`config.mk`:
```
export PLATFORM = sky130hd
export DESIGN_NAME = vcs_ram
export DESIGN_NICKNAME = d
export VERILOG_FILES = /design/src/hw/rtl/vcs_ram.sv
export SDC_FILE = /design/constraint.sdc
export NUM_CORES = 1
export LEC_CHECK = 0
export BUFFER_PORTS_ARGS = -buffer_cell sky130_fd_sc_hd__buf_4
export CORE_MARGIN = 2
export CORE_UTILIZATION = 30
export CTS_CLUSTER_SIZE = 16
export DETAILED_ROUTE_END_ITERATION = 12
export GPL_ROUTABILITY_DRIVEN = 0
export PLACE_DENSITY = 0.53
export SETUP_SLACK_MARGIN = 0.1
export SYNTH_ARGS = -nofsm -noshare
export SYNTH_HDL_FRONTEND = slang
export SYNTH_SLANG_ARGS = --single-unit
```
`constraint.sdc`:
```
create_clock -name clk -period 1.83 [get_ports clk]
set_input_delay 0 -clock clk [delete_from_list [all_inputs] [get_ports clk]]
set_output_delay 0 -clock clk [all_outputs]
set_load 0.01 [all_outputs]
```
`src/hw/rtl/vcs_ram.sv`:
```
// Generic single-write, single-read RAM with a registered read port.
// No dependencies.
`default_nettype none

module vcs_ram #(
  parameter int WIDTH = 8,
  parameter int DEPTH = 16
) (
  input  wire logic                     clk,
  input  wire logic                     we,
  input  wire logic [$clog2(DEPTH)-1:0] waddr,
  input  wire logic [WIDTH-1:0]         wdata,
  input  wire logic [$clog2(DEPTH)-1:0] raddr,
  output logic      [WIDTH-1:0]         rdata
);

  logic [WIDTH-1:0] mem [DEPTH];

  always_ff @(posedge clk) begin
    if (we) begin
      mem[waddr] <= wdata;
    end
    rdata <= mem[raddr];
  end

endmodule

`default_nettype wire

```
---- Word-level counts from Yosys, hierarchy flattened ----
Memories as Yosys holds them, arrays and structs flattened. A register that Yosys moved wholly into a read port is not among the register bits.
Cells that the tools add are included.
operators by class
  multiplexer cells ....................... 2
operators with widths
  cell    number
  $mux 1  2
word-level totals
  word-level logic and storage cells ...... 3
  RAM bits ................................ 128
  memories ................................ 1
  input port bits ......................... 18
  register bits after elaboration ......... 0
  output and inout bits ................... 8
memory list
  memory  words  width  rd ports  clocked after memory_dff  wr ports  RTL line  source
  mem     16     8      1         1                         1         17        logic [WIDTH-1:0] mem [DEPTH];

---- Logic depth before layout (Yosys ltp) ----
Gate-level depths: netlist (run 1).
  depth in word-level cells ............... 2
  mapped depth ............................ 5
  mapped depth without buffers ............ 3

---- Worst setup path before layout (run 1) ----
OpenSTA, ideal clock, no wires.
  path type ............................... in2reg
  from .................................... input waddr[2]
  to ...................................... memory mem[0][0], enable pin
  data required time ...................... 1.447 ns
  stages on the path ...................... 2
  arrival ................................. 1.110 ns
  path buffers ............................ 0
  slack ................................... 0.337 ns
  setup time .............................. 0.383 ns
  path through ............................ or3b_2 nor3_1
RTL lines
  element      RTL line  source
  from (decl)  11        input wire logic [$clog2(DEPTH)-1:0] waddr,
  to (decl)    17
Straight into the memory's write port.

==> results of run 1 <==
[state kept, by name, summed over array words and instances (netlist names)]
| name | flops |
|---|---|
| mem | 128 |
| rdata | 8 |
[synthesized netlist by cell type]
cell               n
edfxtp_1         128
mux4_2            18
a22oi_1           16
mux4_1            14
nor2_1            13
nand2_1            9
dfxtp_1            8
nor3_1             4
buf_2              3
buf_6              3
clkdlybuf4s25_2    3
nand2b_1           2
nand3b_1           2
and2_1             1
and2b_1            1
buf_4              1
nand3_1            1
nor2b_1            1
or3b_2             1
[how the worst max path moves through the flow]
| stage | from | end | slack (ps) | depth (start not counted) |
|---|---|---|---|---|
| 2_1_floorplan | waddr[2] | mem[0][0] | 340 | 2 |
| 3_3_place_gp | raddr[0] | rdata[3] | 330 | 5 |
| 3_5_place_dp | raddr[0] | rdata[3] | 300 | 5 |
| 4_1_cts | mem[0][3] | rdata[3] | 400 | 3 |
| 5_1_grt | mem[1][3] | rdata[3] | 340 | 3 |
| 6_report | mem[1][2] | rdata[2] | 410 | 3 |
[stage by stage]
step | hold slack (ps) | worst slack, ps | area, um2 | std cells | total power, W
5_1_grt | 105 | 345 | 6370 | 522 | 0.00759
6_report | 123 | 408 | 6370 | 522 | 0.00734
2_1_floorplan | 98.9 | 337 | 5150 | 229 | 0.00375
3_5_place_dp | 318 | 297 | 5670 | 482 | 0.00392
4_1_cts | 98.8 | 403 | 6370 | 522 | 0.00743
3_3_place_gp | 303 | 330 | 5670 | 482 | 0.00391
[metal layers]
metal  global-route usage  vias to the layer above  routed length [um]
li1                     -                     1087                   -
met1                0.162                     1253                4820
met2                0.184                       50                4770
met3               0.0398                       14                 377
met4               0.0475                        0                 128
met5                    0                        -                   0
[logic make-up after synthesis]
kind of cell           Yosys count  synth area share
AOI/OAI and AO/OA               16            0.0233
buffers and inverters           10            0.0168
DFF                            136             0.778
muxes                           32             0.150
and+or+nand+nor                 35            0.0318
[final cells by class]
type                       count  area (um2)
clock buffer                  23         498
timing repair buffer          51         415
sequential                   136        4000
fill                        1526       10300
multi-input combinational     83        1060
clock inverter                 9         119
tap                          220         275
[report_power, final]
part / internal [W] / switching [W]
Clock: 0.00231 / 0.00117
Combinational: 0.000169 / 0.000190
Sequential: 0.00348 / 0.0000213
[worst max-delay path, stage by stage (launching register included)]
cell and delay [ps]:
edfxtp_1 360, mux4_1 520, a22oi_1 350, nand2_1 80
==> summary.md, run 1 <==
| Metric | Value |
|---|---|
| Final core utilization | 0.381 |
| Clk root buf | clkbuf_16 |
| Final Slew Violations | 0 |
| Post-detail-place hpwl | 6.43 mm |
| Max rail drop VDD | 0.646 mV |
| Critical Path Sink Type | flip-flop |
| Slew Limit Headroom | 0.558 |
| Final setup fails | 0 |
| Final hold vios | 0 |
| Worst-Skew Late Latency | 410 ps |
| P per Cell Area | around 1200 nW/um2 |
| Fin crit period | 1420 ps |
| Hold Path Origin | waddr[1] |
| Detail Route Antenna Nets | 0 |
| Worst-case clock skew | 5.83 ps |
| Tot GR Track Use | 0.121 |
| Seq/Total Area, Yosys | 0.778 |
| DRC | 0 |
| Num CTS Buffers | 17 |
| DR pass1 iterations | 4 |
| Largest cells by area after synthesis | edfxtp_1 (75%), mux4_2 (7.9%), mux4_1 (7.1%) |
| Area delta synth->final | 23.7% |
| Hold Path Sink | mem[0][3] |
| Grt ovf | 0 |
| Share of cells above drive strength 1 | 0.305 |
| Largest net degree at the start of global routing | 33 |
| Total Neg Setup Slack | 0 ps |
| CTS tree | yes |
| Synth top area share | 0.747 |
| FF-to-FF Start | mem[1][2] |
| Initial DRC Count | 338 |
| Yosys reg bits | 136 |
| Post-Syn Area per Cell | 22.5 um2 |
| Initial antenna violation count | 0 |
| RSZ-0062 raised after global routing | no |
| Die area | 18200 um2 |
| Floorplan row count | 47 |
| Most frequent cells in the layout | edfxtp_1 (128), buf_4 (42), mux4_2 (18) |
| Crit start category | flip-flop |
| Distinct cells, synth | 19 |
| Yosys warnings | 0 |
| Outcome | completed |
| Worst-Margin Slew | 660 ps |
| First-pass GRT wire length | around 15 mm |
| Maxcap violations | 0 |
| H-tree lvl count | 4 |
| Count of input and output buffers | 25 |
| Worst r2r dst | rdata[2] |
| Pleak | 2.16 nW |
| Post_cts resized | 0 |
| Post-DR vias/cell | 4.61 |
| Die height | ~130 um |
| Final net count | about 310 |
| Vias in the first global route | 2549 |
| Initial Utilization | 0.308 |
| Vias | about 2400 |
| WL per Instance | 19.3 um |
| Core area | 16700 um2 |
| Clock slew at reported path FFs | 60 ps |
| Post-Syn Area | 5150 um2 |
| Fmax | 703 MHz |
| Setup Crit Path Kind | reg2reg |
| Commonest non-fill, non-tap cell in the layout | edfxtp_1 |
| Clock Path Buffers | 2 |
| Area leader, netlist | edfxtp_1 |
| Hold path depth | 3 |
| Sink Count | 136 |
| Worst reg-to-reg path cell count | 3 |
| Worst Path Arrival | around 1700 ps |
| CP required | 2120 ps |
| HP Class | in2reg |
| Post-CTS setup buffers | 0 |
| Syn nets | 247 |
| Mapped Cells | 229 |
| Die Wd | 135 um |
| Ant diodes | 0 |
| CTS hold repair buffers | 8 |
| Crit-path max FO | 1 |
| Setup slack, reg-to-reg | roughly 410 ps |
| Final period util | 0.777 |
| Boundary pin count | 26 |
| Post-Route WL | 10.1 mm |
(Power assumes the default switching activity.)
==> run 2: changes to the inputs <==
- PLACE_DENSITY: 0.53 -> 0.54
- clock period: 1.83 -> 1.3 ns (I/O delays scaled with it)
==> summary.md, run 2 (same netlist as run 1, synthesis figures left out) <==
| Metric | Value |
|---|---|
| Outcome | completed |
| Floorplan row count | 47 |
| Post-DR vias/cell | 4.69 |
| Area delta synth->final | 25.9% |
| Count of input and output buffers | 25 |
| Fin crit period | 1270 ps |
| Clk root buf | clkbuf_16 |
| Switching power | 0.00195 W |
| Post-Route WL | 10.4 mm |
| Grt ovf | 0 |
| Post-detail-place hpwl | 6.89 mm |
| DR pass1 iterations | 4 |
| Clock Power Share | 0.454 |
| Worst-Margin Slew | 894 ps |
| Sequential power share | 0.489 |
| Final period util | 0.978 |
| Final setup fails | 0 |
| Pleak | approximately 2.2 nW |
| Worst-case clock skew | 8.66 ps |
| CTS tree | yes |
| Critical Path Sink Type | flip-flop |
| Final hold vios | 0 |
| Slew Limit Headroom | 0.403 |
| Vias | 2503 |
| Setup slack, reg-to-reg | roughly 29 ps |
| P per Cell Area | 1560 nW/um2 |
| Initial DRC Count | roughly 300 |
| Maxcap violations | 0 |
| Crit start category | flip-flop |
| Most frequent cells in the layout | edfxtp_1 (128), buf_4 (50), mux4_2 (29) |
| Crit-path max FO | 1 |
| Die area | about 18000 um2 |
| Tot GR Track Use | 0.125 |
| H-tree lvl count | 4 |
| Largest net degree at the start of global routing | 19 |
| Combinational share of power | 0.057 |
| Share of cells above drive strength 1 | 0.392 |
| Commonest non-fill, non-tap cell in the layout | edfxtp_1 |
| Cell internal pwr | slightly above 0.008 W |
| Core area | 16700 um2 |
| Fin cells | 534 |
| Sw Ratio | 0.193 |
| RSZ-0062 raised after global routing | yes |
| CP required | 1590 ps |
| Sink Count | 136 |
| Boundary pin count | 26 |
| Worst Path Arrival | between 1500 and 2000 ps |
| Fmax | about 790 MHz |
| Die Wd | 135 um |
| HP Class | in2reg |
| Biggest regs | mem: 128 flops, rdata: 8 flops |
| Vias in the first global route | between 2000 and 3000 |
| First-pass GRT wire length | 16.3 mm |
| Reg with most FFs | mem |
| Die height | around 130 um |
| Max rail drop VDD | 0.855 mV |
| Worst-Skew Late Latency | 410 ps |
| Setup Crit Path Kind | reg2reg |
| Final core utilization | 0.388 |
| Post-CTS setup buffers | 0 |
| Max reg flops | roughly 130 |
| Initial Utilization | 0.308 |
| Clock Path Buffers | 2 |
| WL per Instance | about 20 um |
| Dpl cells | 494 |
| Final Slew Violations | 0 |
| Ant diodes | 0 |
| Final net count | 319 |
| Num CTS Buffers | 17 |
| Detail Route Antenna Nets | 0 |
| DRC | 0 |
| Initial antenna violation count | 0 |
| Clock slew at reported path FFs | 50 ps |
[run 2: power groups by stage]
stage	clock network, W	registers [W]	logic (W)
6_report	0.00459	0.00494	0.000574
2_1_floorplan	0	0.00503	0.000249
3_5_place_dp	0	0.00503	0.000537
3_3_place_gp	0	0.00502	0.000529
5_1_grt	0.00490	0.00495	0.000628
4_1_cts	0.00469	0.00494	0.000580
[run 2: worst paths after layout]
| kind | from | to | cells past startpoint |
|---|---|---|---|
| min reg2reg | mem[14][0] | rdata[0] | 3 |
| max | mem[7][0] | rdata[0] | 3 |
| max reg2reg | mem[7][0] | rdata[0] | 3 |
| min | waddr[0] | mem[0][3] | 3 |
[run 2: critical path: stages, from the launching register on]
cell      delay, ps
edfxtp_1        360
mux4_2          520
a22oi_2         190
nand2_1          80
[run 2: repair_timing]
action                                  4_1_cts  5_1_grt
pin swaps                                     7        3
hold buffers                                  8        0
endpoints found under the setup margin        8        8
endpoints found under the hold margin       128        0
gates resized for setup                      17        3
[run 2: layer usage]
metal  vias up  GRT usage  routed length [um]
met1      1326      0.171                4930
met3         9     0.0439                 493
met5         -          0                   0
met4         0     0.0330                  67
li1       1109          -                   -
met2        59      0.191                4910
[run 2: cell type report]
cell class                      instances  area, um2
Multi-Input combinational cell         83       1070
Clock buffer                           24        482
Clock inverter                          8       96.3
Sequential cell                       136       4000
Fill cell                            1517      10200
Tap cell                              220        275
Timing Repair Buffer                   63        556
[run 2: per-stage QoR]
step | total power (W) | setup TNS, ps | hold slack [ps] | worst slack (ps) | instance area (um2)
after floorplan | 0.00528 | 0 | 98.9 | 33.9 | 5150
after global placement | 0.00555 | -1110 | 305 | -213 | 5820
after detailed placement | 0.00556 | -1090 | 315 | -200 | 5820
after CTS | 0.0102 | 0 | 78.7 | 23.6 | 6470
after global routing | 0.0105 | -122 | 80.7 | -35.6 | 6480
final | 0.0101 | 0 | 101 | 28.6 | 6480
